===== src/utf8d_pkg.sv =====
`timescale 1ns / 1ps
// Package for the UTF-8 byte stream decoder: field types and lead byte constants.
// No dependencies; used by the channel interfaces and the decoder unit.
package utf8d_pkg;

  localparam int unsigned ByteWidth      = 8;
  localparam int unsigned CodePointWidth = 21;
  localparam int unsigned SeqLenWidth    = 3;
  localparam int unsigned RemainWidth    = 2;
  localparam int unsigned ContBits       = 6;

  typedef logic [ByteWidth-1:0]      byte_t;
  typedef logic [CodePointWidth-1:0] code_point_t;
  typedef logic [SeqLenWidth-1:0]    seq_len_t;
  typedef logic [RemainWidth-1:0]    remain_t;

  // Lead byte class boundaries
  localparam byte_t LeadTwoMin   = 8'h80;
  localparam byte_t LeadThreeMin = 8'hE0;
  localparam byte_t LeadFourMin  = 8'hF0;
  localparam byte_t LeadRawMin   = 8'hF8;

  // Payload masks
  localparam byte_t MaskTwo   = 8'h1F;
  localparam byte_t MaskThree = 8'h0F;
  localparam byte_t MaskFour  = 8'h07;
  localparam byte_t MaskCont  = 8'h3F;

  // Sequence lengths
  localparam seq_len_t LenOne   = 3'd1;
  localparam seq_len_t LenTwo   = 3'd2;
  localparam seq_len_t LenThree = 3'd3;
  localparam seq_len_t LenFour  = 3'd4;

  // Continuation bytes still expected
  localparam remain_t RemNone  = 2'd0;
  localparam remain_t RemOne   = 2'd1;
  localparam remain_t RemTwo   = 2'd2;
  localparam remain_t RemThree = 2'd3;

endpackage


===== src/utf8d_byte_if.sv =====
`timescale 1ns / 1ps
// Valid/ready channel carrying one raw byte of the text stream per item.
// Depends on utf8d_pkg for the byte type.
interface utf8d_byte_if
  import utf8d_pkg::*;
();
  logic  valid;
  logic  ready;
  byte_t in_byte;

  modport source (output valid, output in_byte, input ready);
  modport sink   (input valid, input in_byte, output ready);
endinterface


===== src/utf8d_cp_if.sv =====
`timescale 1ns / 1ps
// Valid/ready channel carrying one decoded code point and its length per item.
// Depends on utf8d_pkg for the field types.
interface utf8d_cp_if
  import utf8d_pkg::*;
();
  logic        valid;
  logic        ready;
  code_point_t code_point;
  seq_len_t    sequence_length;

  modport source (output valid, output code_point, output sequence_length, input ready);
  modport sink   (input valid, input code_point, input sequence_length, output ready);
endinterface


===== src/utf8_byte_stream_decoder_unit.sv =====
`timescale 1ns / 1ps
// UTF-8 byte stream decoder: bytes in, code points out.
// Depends on utf8d_pkg, utf8d_byte_if and utf8d_cp_if.
//
//   channel | direction | payload                          | items
//   --------+-----------+----------------------------------+---------------------------
//   in_i    | sink      | in_byte[7:0]                     | one per raw byte
//   out_o   | source    | code_point[20:0], sequence_length | one per completed sequence
//
// One byte per cycle is taken and decoded while out_o does not stall; the byte that
// completes a result passes the input register, then the result register.
// The decode step between the two registers is combinational.
// Reset (rst_ni low, asynchronous) empties both registers and returns the decoder
// to expecting a lead byte. When out_o stalls, hold the result and the staged
// byte; in_i keeps accepting while the input register is free or will drain.
module utf8_byte_stream_decoder_unit
  import utf8d_pkg::*;
(
  input  logic       clk_i,
  input  logic       rst_ni,
  utf8d_byte_if.sink in_i,
  utf8d_cp_if.source out_o
);

  // Input register stage
  logic  in_vld_q;
  byte_t in_byte_q;

  // Decoder state
  remain_t     rem_q, rem_d;
  code_point_t partial_q, partial_d;
  seq_len_t    len_q, len_d;

  // Result register stage
  logic        out_vld_q, out_vld_d;
  code_point_t out_cp_q, out_cp_d;
  seq_len_t    out_len_q, out_len_d;

  logic        advance;   // result slot free or draining this cycle
  logic        emit;
  code_point_t merged;
  code_point_t lead_payload;

  assign advance  = !out_vld_q || out_o.ready;
  assign in_i.ready = !in_vld_q || advance;

  assign out_o.valid           = out_vld_q;
  assign out_o.code_point      = out_cp_q;
  assign out_o.sequence_length = out_len_q;

  // Shift in the low six bits of a continuation byte; keep 21 bits.
  assign merged = {partial_q[CodePointWidth-ContBits-1:0], in_byte_q[ContBits-1:0]};

  always_comb begin
    rem_d        = rem_q;
    partial_d    = partial_q;
    len_d        = len_q;
    emit         = 1'b0;
    out_cp_d     = out_cp_q;
    out_len_d    = out_len_q;
    lead_payload = code_point_t'(in_byte_q);

    if (in_vld_q && advance) begin
      if (rem_q == RemNone) begin
        // Lead byte: classify by range.
        priority if (in_byte_q < LeadTwoMin || in_byte_q >= LeadRawMin) begin
          // ASCII or an invalid lead: pass through as its own code point.
          emit      = 1'b1;
          out_cp_d  = code_point_t'(in_byte_q);
          out_len_d = LenOne;
        end else if (in_byte_q < LeadThreeMin) begin
          lead_payload = code_point_t'(in_byte_q & MaskTwo);
          partial_d    = lead_payload;
          len_d        = LenTwo;
          rem_d        = RemOne;
        end else if (in_byte_q < LeadFourMin) begin
          lead_payload = code_point_t'(in_byte_q & MaskThree);
          partial_d    = lead_payload;
          len_d        = LenThree;
          rem_d        = RemTwo;
        end else begin
          lead_payload = code_point_t'(in_byte_q & MaskFour);
          partial_d    = lead_payload;
          len_d        = LenFour;
          rem_d        = RemThree;
        end
      end else begin
        // Continuation byte, taken unchecked.
        rem_d = rem_q - RemOne;
        if (rem_q == RemOne) begin
          emit      = 1'b1;
          out_cp_d  = merged;
          out_len_d = len_q;
          partial_d = '0;
          len_d     = LenOne;
        end else begin
          partial_d = merged;
        end
      end
    end

    out_vld_d = advance ? emit : out_vld_q;
  end

  // Control and decoder state
  always_ff @(posedge clk_i or negedge rst_ni) begin
    if (!rst_ni) begin
      in_vld_q  <= 1'b0;
      out_vld_q <= 1'b0;
      rem_q     <= RemNone;
      partial_q <= '0;
      len_q     <= LenOne;
    end else begin
      if (in_i.ready) begin
        in_vld_q <= in_i.valid;
      end
      out_vld_q <= out_vld_d;
      rem_q     <= rem_d;
      partial_q <= partial_d;
      len_q     <= len_d;
    end
  end

  // Payload registers: load on handshake or on a new result.
  always_ff @(posedge clk_i) begin
    if (in_i.valid && in_i.ready) begin
      in_byte_q <= in_i.in_byte;
    end
    if (advance && emit) begin
      out_cp_q  <= out_cp_d;
      out_len_q <= out_len_d;
    end
  end

endmodule


===== src/flat_wrapper.sv =====
// flat-port wrapper written by rule: the top's interface ports become plain ports
module utf8_byte_stream_decoder_unit_flat import utf8d_pkg::*;
  (clk_i, rst_ni, in_i_valid, in_i_in_byte, in_i_ready, out_o_valid, out_o_code_point, out_o_sequence_length, out_o_ready);
  utf8d_byte_if in_i_i ();
  utf8d_cp_if out_o_i ();
  input  logic clk_i;
  input  logic rst_ni;
  input wire logic [$bits(in_i_i.valid)-1:0] in_i_valid;
  input wire logic [$bits(in_i_i.in_byte)-1:0] in_i_in_byte;
  output wire logic [$bits(in_i_i.ready)-1:0] in_i_ready;
  output wire logic [$bits(out_o_i.valid)-1:0] out_o_valid;
  output wire logic [$bits(out_o_i.code_point)-1:0] out_o_code_point;
  output wire logic [$bits(out_o_i.sequence_length)-1:0] out_o_sequence_length;
  input wire logic [$bits(out_o_i.ready)-1:0] out_o_ready;
  assign in_i_i.valid = in_i_valid;
  assign in_i_i.in_byte = in_i_in_byte;
  assign in_i_ready = in_i_i.ready;
  assign out_o_valid = out_o_i.valid;
  assign out_o_code_point = out_o_i.code_point;
  assign out_o_sequence_length = out_o_i.sequence_length;
  assign out_o_i.ready = out_o_ready;
  utf8_byte_stream_decoder_unit u_core (.clk_i(clk_i), .rst_ni(rst_ni), .in_i(in_i_i), .out_o(out_o_i));
endmodule

===== config.mk =====
export PLATFORM = sky130hd
export DESIGN_NAME = utf8_byte_stream_decoder_unit_flat
export DESIGN_NICKNAME = d
export VERILOG_FILES = /design/src/utf8d_pkg.sv /design/src/utf8d_byte_if.sv /design/src/utf8d_cp_if.sv /design/src/utf8_byte_stream_decoder_unit.sv /design/src/flat_wrapper.sv
export SDC_FILE = /design/constraint.sdc
export NUM_CORES = 1
export LEC_CHECK = 0
export ABC_CLOCK_PERIOD_IN_PS = 7100
export BUFFER_PORTS_ARGS = -buffer_cell sky130_fd_sc_hd__buf_2
export CAP_MARGIN = 10
export CORE_ASPECT_RATIO = 2
export CORE_MARGIN = 10
export CORE_UTILIZATION = 29
export CTS_CLUSTER_DIAMETER = 30
export DETAILED_ROUTE_END_ITERATION = 8
export PLACE_DENSITY_LB_ADDON = 0.25
export SETUP_SLACK_MARGIN = 0.2
export SYNTH_ARGS = -nofsm -noshare
export SYNTH_HDL_FRONTEND = slang
export SYNTH_SLANG_ARGS = --single-unit
export TNS_END_PERCENT = 5

===== constraint.sdc =====
create_clock -name clk_i -period 7.1 [get_ports clk_i]
set_clock_uncertainty 0.05 [all_clocks]
set_input_delay 0.71 -clock clk_i [delete_from_list [all_inputs] [get_ports clk_i]]
set_output_delay 0.71 -clock clk_i [all_outputs]
set_load 0.1 [all_outputs]

# Word-level counts from Yosys, hierarchy flattened
# Index checks and enable logic that the tools add are counted.
# W data, S select, Z words.
# totals
output_inout_bits	26
word_cells	53
register_bits	54
# op_classes
n_eq_ne	3
addsub	1
n_reduce_logical	13
n_mux	24
order_cmp	4
# ops
operator	n
$mux W21	3
$mux W15	3
$lt A8 B8 Y1 const B	3
$mux W3	8
$ge A8 B8 Y1 const B	1
$mux W2	3
$mux W1	5
$mux W5	1
$mux W4	1
$ne A2 B2 Y1 const B	2
$reduce_and A4 Y1	1
$logic_and A1 B1 Y1	3
$logic_or A1 B1 Y1	3
$reduce_and A3 Y1	1
$eq A2 B1 Y1 const B	1
$logic_not A1 Y1	2
$logic_not A2 Y1	1
$reduce_and A2 Y1	1
$reduce_bool A2 Y1	1
$sub A2 B1 Y2 const B	1

# Longest topological paths before layout
# Gate-level depths: netlist of run 1.
# depth
word_depth	7
mapped_depth	6
depth_no_buf	4

# Least setup slack after synthesis of run 1
# No wires, ideal clock.
# synth_path
kind	register to register
start	register u_core.out_vld_q, in the netlist u_core.out_o.valid
end	register u_core.out_cp_q[0], in the netlist u_core.out_o.code_point[0] (enable)
arrival_ns	2.832
setup_slack_ns	3.783
setup_ns	0.435
path_buffers	0
synth_period_minus_slack_ns	3.317
required_ns	6.615
stages_incl_launch_ff	4
cell_sequence	dfrtp_1 nand2b_2 nand2_2 nor3_1
# synth_via
elab_chain_len	6
# synth_lines
item	line	text
from (decl)	utf8_byte_stream_decoder_unit.sv:35	logic out_vld_q, out_vld_d;
from (signal assigned)	utf8_byte_stream_decoder_unit.sv:117	out_vld_q <= out_vld_d;
$logic_not A1 Y1 (*)	utf8_byte_stream_decoder_unit.sv:44	assign advance = !out_vld_q || out_o.ready;
$logic_or A1 B1 Y1 (*)	utf8_byte_stream_decoder_unit.sv:44	
$logic_and A1 B1 Y1	utf8_byte_stream_decoder_unit.sv:63	if (in_vld_q && advance) begin
$mux W1	utf8_byte_stream_decoder_unit.sv:63	
$logic_and A1 B1 Y1	utf8_byte_stream_decoder_unit.sv:129	if (advance && emit) begin
$reduce_and A4 Y1 (no source line) (*)	--	
to (signal assigned)	utf8_byte_stream_decoder_unit.sv:130	out_cp_q <= out_cp_d;
to (decl)	utf8_byte_stream_decoder_unit.sv:36	code_point_t out_cp_q, out_cp_d;
# Mark *: on every way between the ends. The rest lies on a longest branch, timed or not.
# A chain may end at the register's enable or synchronous reset.

# Worst setup path after layout of run 1
# layout_path
start	register u_core.in_byte_q[5]
end	register u_core.out_cp_q[14], in the netlist u_core.out_o.code_point[14] (enable)
# layout_via
elab_chain_len	7
# layout_lines
item	line	text
from (decl)	utf8_byte_stream_decoder_unit.sv:27	byte_t in_byte_q;
from (signal assigned)	utf8_byte_stream_decoder_unit.sv:127	in_byte_q <= in_i.in_byte;
$lt A8 B8 Y1 or $ge A8 B8 Y1 (tied branches)	utf8_byte_stream_decoder_unit.sv:66	priority if (in_byte_q < LeadTwoMin || in_byte_q >= LeadRawMin) begin
$logic_or A1 B1 Y1 (*)	utf8_byte_stream_decoder_unit.sv:66	
$mux W1	utf8_byte_stream_decoder_unit.sv:66	
$mux W1	utf8_byte_stream_decoder_unit.sv:64	if (rem_q == RemNone) begin
$mux W1	utf8_byte_stream_decoder_unit.sv:63	
$logic_and A1 B1 Y1	utf8_byte_stream_decoder_unit.sv:129	
$reduce_and A4 Y1 (no source line) (*)	--	
# Marks and branches as above.

==> results.md, run 1 <==
* Outcome: finished clean
* RSZ-0062 raised after global routing: no
* Clock network power share at 19.2%
* Layout cells sized above 1 at 29.1%
* Gr usage total at 8.69%
* Area growth syn-to-layout at 17.7%
* Setup violators final at 0
* Site row count at 44
* Hold buffers post-CTS at 0
* Slew Limit Headroom at 47.8%
* VDD IR-drop max at 0.154 mV
* Post-cts sizing count at 0
* First-pass GRT wire length at 7.43 mm
* P_int at 655 uW
* Vias at 1334
* Initial antenna violation count at 0
* Nets at 210
* Final ANT Viol Nets at 0
* RD Place Congestion at 0.822
* DR DRC count at 0
* CTS tree: done
* Largest net degree at the start of global routing at 27
* Die Wd at 81.5 um
* Sink Count at 54
* Hold WC Path Type: in2async
* Fin Setup TNS at 0 ns
* Seq pwr share at 40.4%
* Synth warnings at 0
* Port Buffers at 37
* Setup CP Type: reg2reg
* Post-Syn Nets at 174
* Skew-Pair Late Insertion Delay at 0.29 ns
* Final Slew Violations at 0
* Routed WL at 4.70 mm
* Initial drt markers at 77
* Initial core utilization at 30.0%
* Leak pwr at 1.02 nW
* Antenna Cells at 0
* Yosys reg bits at 54
* Number of synthesized flops with an enable pin at 32
* CP required at 7.03 ns
* Total grt overflow at 0
* WHS at 0.340 ns
* Fill cells at 745
* Clk slew on worst S/H paths at 0.07 ns
* Dpl hpwl at 3.43 mm
* Seq/Total Area, Yosys at 68.9%
* DIE AREA at 11700 sq um
* Crit share post-route at 32.9%
* Die span in y at 143 um
* Mapped Cells at 162
* Yosys cell types at 42
* Wire per inst at 16.1 um
* Vias in the first global route at 1439
* WP data arrival at 2.27 ns
* Combinational power share at 40.4%
* NetSw at 549 uW
* CTS Buf Count at 5
* Peak Freq at 0.428 GHz
* Switching portion of total power at 45.6%
* Post-CTS Setup Bufs at 0
* Worst-path maximum fanout at 15
* Core area at 7320 sq um
* Period minus WS final at 2.34 ns
* Final Hold Fails at 0
* IO Count at 38
* CTS root buf: clkbuf_16
* Synthesized area per cell at 13.6 sq um
* CTS H-tree lvls at 2
* Vias per cell at 4.58
* Cell area after synthesis at 2200 sq um
* Clock Path Buffers at 2
* Max-Cap Viols at 0
* Worst-Margin Slew at 0.779 ns
* Synth Flop Type: edfxtp_1
* Worst setup EP type: flop
* Pre-antenna DRT Iters at 4
* CP Launch Type: flop
* Async SR Flop Fraction at 40.7%
* PD cells at 466 nW/um^2
## cells by family after synthesis
family                 after synthesis  share of synthesized area (%)
and+or+nand+nor                     56                           14.0
DFF                                 54                           68.9
AOI/OAI and AO/OA                   29                           10.8
buffers and inverters               20                           4.62
muxes                                3                           1.71
## through the flow
| step | cells | setup WS [ns] | area [sq um] | power, mW | util (%) |
|---|---|---|---|---|---|
| floorplan | 162 | 3.78 | 2200 | 0.902 | - |
| global placement | 283 | 4.63 | 2450 | 0.983 | 33.4 |
| detailed placement | 283 | 4.60 | 2450 | 0.984 | 33.4 |
| CTS | 291 | 4.73 | 2580 | 1.22 | 35.3 |
| global route | 291 | 4.61 | 2580 | 1.26 | 35.3 |
| finish | 291 | 4.76 | 2580 | 1.20 | 35.3 |
## routing by layer
layer | part of all wire [%] | vias up | track usage [%] | wire, um
met5 | 0 | - | 0 | 0
met1 | 35 | 633 | 8.08 | 1650
met3 | 4.6 | 10 | 2.70 | 214
met4 | 3.2 | 0 | 5.50 | 148
met2 | 57 | 37 | 15.6 | 2680
li1 | - | 654 | - | -
## power groups by stage
stage	logic (mW)	clock network, mW	registers [mW]
floorplan	0.189	0	0.713
finish	0.486	0.231	0.487
detailed placement	0.490	0	0.494
global route	0.516	0.250	0.496
global placement	0.491	0	0.492
CTS	0.491	0.239	0.487
## path summary, 6_finish.rpt
path,start,end,cells past startpoint,slack (ns)
min,rst_ni,u_core.partial_q[11]$_DFFE_PN0P_,1,0.34
min in group clk_i,u_core.partial_q[9]$_DFFE_PN0P_,u_core.partial_q[9]$_DFFE_PN0P_,1,0.45
min reg2reg,u_core.partial_q[9]$_DFFE_PN0P_,u_core.partial_q[9]$_DFFE_PN0P_,1,0.45
max in group asynchronous,rst_ni,u_core.len_q[0]$_DFFE_PN1P_,1,6.29
max reg2reg,u_core.in_byte_q[5]$_DFFE_PP_,u_core.out_o.code_point[14]$_SDFFCE_PN0P_,5,4.76
max,u_core.in_byte_q[5]$_DFFE_PP_,u_core.out_o.code_point[14]$_SDFFCE_PN0P_,5,4.76
## cell type report
cell class | instances | area [sq um] | share of cell area, %
well taps | 92 | 115 | 4.45
flip-flops and latches | 54 | 1510 | 58.5
multi-input cells | 88 | 587 | 22.7
inverters | 11 | 41.3 | 1.60
repair buffers | 38 | 193 | 7.45
clock buffers | 8 | 136 | 5.28
## state kept, by name, indices dropped and copies added (netlist names)
name,cells
u_core.in_vld_q,1
u_core.in_byte_q,8
u_core.partial_q,15
u_core.rem_q,2
u_core.len_q,3
u_core.out_o.sequence_length,3
u_core.out_o.code_point,21
u_core.out_o.valid,1
## worst max-delay path: stages (launching register included)
cell and delay (ns):
edfxtp_1 0.44, nand2_2 0.12, o21ai_4 0.26, nor2_1 0.14
nor3_2 0.66, buf_4 0.36
## cell usage after synthesis, drive strengths merged (2+ instances only)
master  number  area [sq um]
nand2b       3          21.3
edfxtp      32           961
buf          6          38.8
nor2        13          65.1
o21ai       11          66.3
clkbuf       3          21.3
nand3       14          70.1
dfrtp       21           526
nor2b        6          37.5
inv         11          41.3
mux2         3          37.5
a21o         2          16.3
a22o         5          43.8
nand2        7          31.3
and3         2          13.8
a21oi        2          21.3
nand4        5          31.3
and2         2          12.5
a22oi        3          22.5
## cells in the final DEF, fill, tap and decap left out, drive strengths merged, types with 2 or more instances in the layout
cell    count
a21o        2
clkbuf      8
a22oi       3
nor2       13
and3        2
nand4       5
mux2        3
a21oi       2
nand2b      3
buf        38
inv        11
nor2b       6
nand2       7
nand3      14
edfxtp     32
a22o        5
and2        2
dfrtp      21
o21ai      11
Power figures use the tool's default switching activity.
==> run 2, diff against run 1 <==
--- a/config.mk
+++ b/config.mk
@@ -5,7 +5,7 @@
 export SDC_FILE = /design/constraint.sdc
 export NUM_CORES = 1
 export LEC_CHECK = 0
-export ABC_CLOCK_PERIOD_IN_PS = 7100
+export ABC_CLOCK_PERIOD_IN_PS = 2440
 export BUFFER_PORTS_ARGS = -buffer_cell sky130_fd_sc_hd__buf_2
 export CAP_MARGIN = 10
 export CORE_ASPECT_RATIO = 2
==> constraint.sdc (replaced) <==
create_clock -name clk_i -period 2.44 [get_ports clk_i]
set_clock_uncertainty 0.05 [all_clocks]
set_input_delay 0.244 -clock clk_i [delete_from_list [all_inputs] [get_ports clk_i]]
set_output_delay 0.244 -clock clk_i [all_outputs]
set_load 0.1 [all_outputs]
==> run 2 against run 1 <==
  * Cell area increased by 1.4%
  * Clock-buffer cell count down 3
  * Clock power rose to 3.0 times the previous value
==> results.md, run 2 (synthesis results as in run 1) <==
* Clock network power share at 19.5% (was 19.2%)
* Max-Cap Viols at 0 (unchanged)
* Layout cells sized above 1 at 31.3% (was 29.1%)
* Most frequent cells in the layout: buf_2 (37), edfxtp_1 (32), dfrtp_1 (20) (was buf_2 (37), edfxtp_1 (32), dfrtp_1 (21))
* Port Buffers at 37 (unchanged)
* Area growth syn-to-layout at 19.3% (was 17.7%)
* WP data arrival at 1.75 ns (was 2.27 ns)
* Final Slew Violations at 0 (unchanged)
* CTS H-tree lvls at 2 (unchanged)
* VDD IR-drop max at 0.348 mV (was 0.154 mV)
* Max reg flops at 21 (unchanged)
* Core area at 7320 sq um (unchanged)
* Nets at 212 (was 210)
* Combinational power share at 40.9% (was 40.4%)
* Switching portion of total power at 45.9% (was 45.6%)
* Worst hold stages at 1
* CTS Buf Count at 5 (unchanged)
* Final ANT Viol Nets at 0 (unchanged)
* Dpl hpwl at 3.47 mm (was 3.43 mm)
* Setup violators final at 0 (unchanged)
* Hold path endpoint: u_core.in_byte_q[7]$_DFFE_PP_
* Largest net degree at the start of global routing at 27 (unchanged)
* Initial core utilization at 30.0% (unchanged)
* CTS root buf: clkbuf_16 (unchanged)
* First-pass GRT wire length at 7.64 mm (was 7.43 mm)
* Site row count at 44 (unchanged)
* Setup CP Type: reg2reg (unchanged)
* CP Launch Point: u_core.in_byte_q[3]$_DFFE_PP_ (was u_core.in_byte_q[5]$_DFFE_PP_)
* Post-DP Area at 2470 sq um (was 2450 sq um)
* Reg-to-Reg End: u_core.out_o.code_point[2]$_DFFE_PP_ (was u_core.out_o.code_point[14]$_SDFFCE_PN0P_)
* Routed WL at 4.66 mm (was 4.70 mm)
* Vias per cell at 4.55 (was 4.58)
* Worst-path maximum fanout at 24 (was 15)
* Clock Path Buffers at 2 (unchanged)
* P_int at 1.91 mW (was 655 uW)
* Die span in y at 143 um (unchanged)
* Worst setup EP type: flop (unchanged)
* Design area at 2620 sq um (was 2580 sq um)
* Source of the worst hold timing path: in_i_in_byte[7]
* Seq pwr share at 39.6% (was 40.4%)
* RD Place Congestion at 0.757 (was 0.822)
* Initial drt markers at 134 (was 77)
* Skew-Pair Late Insertion Delay at 0.29 ns (about the same)
* Crit share post-route at 75.0% (was 32.9%)
* Gr usage total at 8.78% (was 8.69%)
* Peak Freq at 0.546 GHz (was 0.428 GHz)
* Wire per inst at 15.9 um (was 16.1 um)
* Pre-antenna DRT Iters at 4 (unchanged)
* Sink Count at 54 (unchanged)
* Most common cell after layout, fill and taps aside: buf_2 (unchanged)
* Total grt overflow at 0 (unchanged)
* Reg2reg start: u_core.in_byte_q[3]$_DFFE_PP_ (was u_core.in_byte_q[5]$_DFFE_PP_)
* Leak pwr at 1.04 nW (was 1.02 nW)
* Worst-Margin Slew at 0.559 ns (was 0.779 ns)
* NetSw at 1.62 mW (was 549 uW)
* IO Count at 38 (unchanged)
* Vias at 1332 (was 1334)
* CP Launch Type: flop (unchanged)
* Fill cells at 732 (was 745)
* Initial antenna violation count at 0 (unchanged)
* Clk slew on worst S/H paths at 0.07 ns (about the same)
* DR DRC count at 0 (unchanged)
* Hold WC Path Type: in2reg (was in2async)
* Die Wd at 81.5 um (unchanged)
* Outcome: finished clean (unchanged)
* Vias in the first global route at 1406 (was 1439)
* CTS tree: done (unchanged)
* Flop2flop setup slack at 0.61 ns (was 4.76 ns)
* PD cells at 1350 nW/um^2 (was 466 nW/um^2)
* Final Hold Fails at 0 (unchanged)
* CP required at 2.36 ns (was 7.03 ns)
* Fin Setup TNS at 0 ns (unchanged)
* DIE AREA at 11700 sq um (unchanged)
* RSZ-0062 raised after global routing: no (unchanged)
* FF-to-FF path depth at 5 (unchanged)
* Slew Limit Headroom at 62.7% (was 47.8%)
* Antenna Cells at 0 (unchanged)
* Period minus WS final at 1.83 ns (was 2.34 ns)
run 2: timing repair:
item                                    CTS  global route
gates resized for setup                   0             0
endpoints found under the setup margin    0             0
hold buffers                              1             0
setup buffers                             0             0
hold endpoints to repair                 21             0
run 2: metal layers:
metal / GRT usage (%) / wire [um]
met5: 0 / 0
met4: 4.95 / 135
met3: 2.77 / 275
met2: 15.4 / 2590
met1: 8.66 / 1650
run 2: cell type report:
| cell class | count | area [sq um] | area share [%] |
|---|---|---|---|
| clock inverters | 3 | 16.3 | 0.621 |
| repair buffers | 40 | 210 | 8.02 |
| flip-flops and latches | 54 | 1520 | 57.9 |
| inverters | 11 | 41.3 | 1.58 |
| well taps | 92 | 115 | 4.39 |
| clock buffers | 5 | 125 | 4.78 |
| multi-input cells | 88 | 596 | 22.7 |
run 2: through the flow:
step / setup slack, ns / util [%] / instances / power, mW / hold WS (ns)
after floorplan: 0.102 / - / 162 / 2.63 / -0.102
after global placement: 0.669 / 33.7 / 284 / 2.88 / 0.204
after detailed placement: 0.622 / 33.7 / 284 / 2.89 / 0.200
after CTS: 0.605 / 35.8 / 293 / 3.59 / 0.0649
after global routing: 0.462 / 35.8 / 293 / 3.72 / 0.0633
final: 0.610 / 35.8 / 293 / 3.54 / 0.0731
run 2: worst max path at each step:
stage	end	cells past startpoint	slack (ns)
2_1_floorplan	u_core.out_o.code_point[0]$_DFFE_PP_	3	0.10
3_3_place_gp	u_core.out_o.code_point[0]$_DFFE_PP_	5	0.67
3_5_place_dp	u_core.out_o.code_point[1]$_DFFE_PP_	5	0.62
4_1_cts	u_core.out_o.code_point[12]$_SDFFCE_PN0P_	5	0.60
5_1_grt	u_core.out_o.code_point[17]$_SDFFCE_PN0P_	5	0.46
6_report	u_core.out_o.code_point[2]$_DFFE_PP_	5	0.61
run 2: worst max-delay path: stages, from the launching register on:
cell and delay, ns:
edfxtp_1 0.45, nand2_1 0.12, o21ai_4 0.25, nor2_1 0.13, nor3_4 0.17, buf_4 0.32
run 2: power groups by stage:
| stage | combinational, mW | clock, mW | sequential, mW |
|---|---|---|---|
| 4_1_cts | 1.47 | 0.714 | 1.40 |
| 6_report | 1.45 | 0.689 | 1.40 |
| 5_1_grt | 1.54 | 0.751 | 1.43 |
| 2_1_floorplan | 0.556 | 0 | 2.08 |
| 3_5_place_dp | 1.47 | 0 | 1.42 |
| 3_3_place_gp | 1.46 | 0 | 1.42 |
==> run 3, diff against run 2 <==
--- a/config.mk
+++ b/config.mk
@@ -5,7 +5,7 @@
 export SDC_FILE = /design/constraint.sdc
 export NUM_CORES = 1
 export LEC_CHECK = 0
-export ABC_CLOCK_PERIOD_IN_PS = 2440
+export ABC_CLOCK_PERIOD_IN_PS = 1900
 export BUFFER_PORTS_ARGS = -buffer_cell sky130_fd_sc_hd__buf_2
 export CAP_MARGIN = 10
 export CORE_ASPECT_RATIO = 2
==> constraint.sdc (replaced) <==
create_clock -name clk_i -period 1.9 [get_ports clk_i]
set_clock_uncertainty 0.05 [all_clocks]
set_input_delay 0.19 -clock clk_i [delete_from_list [all_inputs] [get_ports clk_i]]
set_output_delay 0.19 -clock clk_i [all_outputs]
set_load 0.1 [all_outputs]
==> run 3 against run 2 <==
  * Die area did not move
  * Cell count up 1.7%
  * Clock-buffer cell count up 1
  * Sequential share of layout area fell by 1.6 points
  * Register-to-register slack lost 0.29 ns
  * Critical path type is now reg2out
==> results.md, run 3 (synthesis results as in run 1) <==
* First-pass GRT wire length at 7.42 mm (was 7.64 mm)
* FF-to-FF path depth at 5 (unchanged)
* CTS Buf Count at 5 (unchanged)
* Worst-path maximum fanout at 3 (was 24)
* Met3 WL at 269 um (was 275 um)
* Wire per inst at 15.4 um (was 15.9 um)
* Layout cells sized above 1 at 33.0% (was 31.3%)
* Leak pwr at 1.07 nW (was 1.04 nW)
* Routed WL at 4.58 mm (was 4.66 mm)
* Post-DP Area at 2510 sq um (was 2470 sq um)
* CP Launch Type: flop (unchanged)
* Pre-antenna DRT Iters at 4 (unchanged)
* WHS at 0.0182 ns (was 0.0731 ns)
* Flip-flop and latch area at 1520 sq um (unchanged)
* Sink Count at 54 (unchanged)
* CTS H-tree lvls at 2 (unchanged)
* Die Wd at 81.5 um (unchanged)
* Period minus WS final at 1.61 ns
* Initial core utilization at 30.0% (unchanged)
* Top Layer Used: met4 (unchanged)
* Gr usage total at 8.37% (was 8.78%)
* Hold path endpoint: u_core.in_byte_q[6]$_DFFE_PP_ (was u_core.in_byte_q[7]$_DFFE_PP_)
* Dpl cells at 288 (was 284)
* Combinational power share at 40.5% (was 40.9%)
* Source of the worst hold timing path: in_i_in_byte[6] (was in_i_in_byte[7])
* DR DRC count at 0 (unchanged)
* Total power at 4.71 mW (was 3.54 mW)
* Met1 wire length at 1.68 mm (was 1.65 mm)
* Multi-input gate area at 596 sq um (unchanged)
* Port Buffers at 37 (unchanged)
* Final Hold Fails at 0 (unchanged)
* Design area at 2700 sq um (was 2620 sq um)
* P_int at 2.64 mW (was 1.91 mW)
* Dpl hpwl at 3.43 mm (was 3.47 mm)
* Total grt overflow at 0 (unchanged)
* Clock network power share at 21.7% (was 19.5%)
* Non-Filler Instances at 298 (was 293)
* Final WS setup at 0.286 ns (was 0.610 ns)
* Reg-to-Reg End: u_core.partial_q[3]$_DFFE_PN0P_ (was u_core.out_o.code_point[2]$_DFFE_PP_)
* CP required at 1.66 ns (was 2.36 ns)
* Seq pwr share at 37.8% (was 39.6%)
* Fill cells at 721 (was 732)
* Final ANT Viol Nets at 0 (unchanged)
* Worst setup EP type: output port (was flop)
* Core area at 7320 sq um (unchanged)
* RD Place Congestion at 0.777 (was 0.757)
* Initial drt markers at 55 (was 134)
* Peak Freq at 0.619 GHz
* RSZ-0062 raised after global routing: no (unchanged)
* Vias at 1360 (was 1332)
* Clk slew on worst S/H paths at 0.07 ns (about the same)
* Met2 routed WL at 2.48 mm (was 2.59 mm)
* WP data arrival at 1.37 ns (was 1.75 ns)
* CTS tree: done (unchanged)
* Slew Limit Headroom at 65.7% (was 62.7%)
* Most frequent cells in the layout: buf_2 (37), edfxtp_1 (32), dfrtp_1 (20) (unchanged)
* Area growth syn-to-layout at 22.7% (was 19.3%)
* Clock Path Buffers at 2 (unchanged)
* Switching portion of total power at 44.0% (was 45.9%)
* Die span in y at 143 um (unchanged)
* Antenna Cells at 0 (unchanged)
* Fin Setup TNS at 0 ns (unchanged)
* Worst hold stages at 1 (unchanged)
* NetSw at 2.07 mW (was 1.62 mW)
* Setup CP Type: reg2out (was reg2reg)
* Skew-Pair Late Insertion Delay at 0.29 ns (about the same)
* Site row count at 44 (unchanged)
* Largest net degree at the start of global routing at 27 (unchanged)
* Hold WC Path Type: in2reg (unchanged)
* DIE AREA at 11700 sq um (unchanged)
* Max-Cap Viols at 0 (unchanged)
* CTS root buf: clkbuf_16 (unchanged)
* IO Count at 38 (unchanged)
* Outcome: finished clean (unchanged)
* Setup violators final at 0 (unchanged)
* PD cells at 1750 nW/um^2 (was 1350 nW/um^2)
* Flop2flop setup slack at 0.32 ns (was 0.61 ns)
* Initial antenna violation count at 0 (unchanged)
* Max reg flops at 21 (unchanged)
* Worst-Margin Slew at 0.515 ns (was 0.559 ns)
* Reg2reg start: u_core.in_byte_q[5]$_DFFE_PP_ (was u_core.in_byte_q[3]$_DFFE_PP_)
* Vias per cell at 4.56 (was 4.55)
* Nets at 217 (was 212)
* Vias in the first global route at 1438 (was 1406)
* VDD IR-drop max at 0.681 mV (was 0.348 mV)
* Crit share post-route at 85.0%
* DP Worst Slack at 0.181 ns (was 0.622 ns)
* Finished Core Util at 36.8% (was 35.8%)
* Final Slew Violations at 0 (unchanged)
* Most common cell after layout, fill and taps aside: buf_2 (unchanged)
==> run 3: cell types whose count changed in the layout (fill, tap and decap cells not counted) <==
cell / before / now
buf_12: 0 / 1
buf_4: 2 / 6
bufinv_16: 0 / 1
clkbuf_1: 0 / 1
clkinv_1: 1 / 0
clkinv_2: 1 / 0
==> run 3: cell type report <==
type                            instances  share of cell area [%]
Clock inverter                          2                    1.39
Multi-Input combinational cell         88                    22.1
Timing Repair Buffer                   45                    9.66
Tap cell                               92                    4.27
Inverter                               11                    1.53
Clock buffer                            6                    4.78
Sequential cell                        54                    56.3
==> run 3: power by group through the flow <==
stage                     sequential (mW)  combinational [mW]  clock [mW]
after floorplan                      2.67               0.724           0
after global placement               1.80                1.92           0
after detailed placement             1.81                1.93           0
after CTS                            1.78                1.94        1.04
after global routing                 1.81                2.03        1.10
final                                1.78                1.91        1.02
==> run 3: worst max-delay path by stage <==
stage                                   startpoint                                    to  slack, ns
finish              u_core.out_o.valid$_DFFE_PN0N_                            in_i_ready       0.29
global route         u_core.in_byte_q[4]$_DFFE_PP_       u_core.partial_q[3]$_DFFE_PN0P_       0.24
CTS                 u_core.out_o.valid$_DFFE_PN0N_                            in_i_ready       0.27
detailed placement   u_core.in_byte_q[5]$_DFFE_PP_  u_core.out_o.code_point[2]$_DFFE_PP_       0.18
global placement     u_core.in_byte_q[5]$_DFFE_PP_  u_core.out_o.code_point[0]$_DFFE_PP_       0.23
floorplan           u_core.out_o.valid$_DFFE_PN0N_         u_core.in_byte_q[0]$_DFFE_PP_      -0.34
==> run 3: critical path, stage by stage, from the launching register on <==
cell      delay [ns]
dfrtp_4         0.48
nand3b_1        0.15
buf_2           0.45
==> run 3: what timing repair did <==
item | CTS | global route
endpoints found under the setup margin | 21 | 0
resized for setup | 0 | 0
endpoints found under the hold margin | 21 | 0
hold buffers | 1 | 0
setup buffers | 1 | 0
==> run 3: layer usage <==
metal	up-vias	global-route usage (%)
li1	663	-
met1	653	8.38
met2	34	14.3
met3	10	2.96
met4	0	4.77
met5	-	0
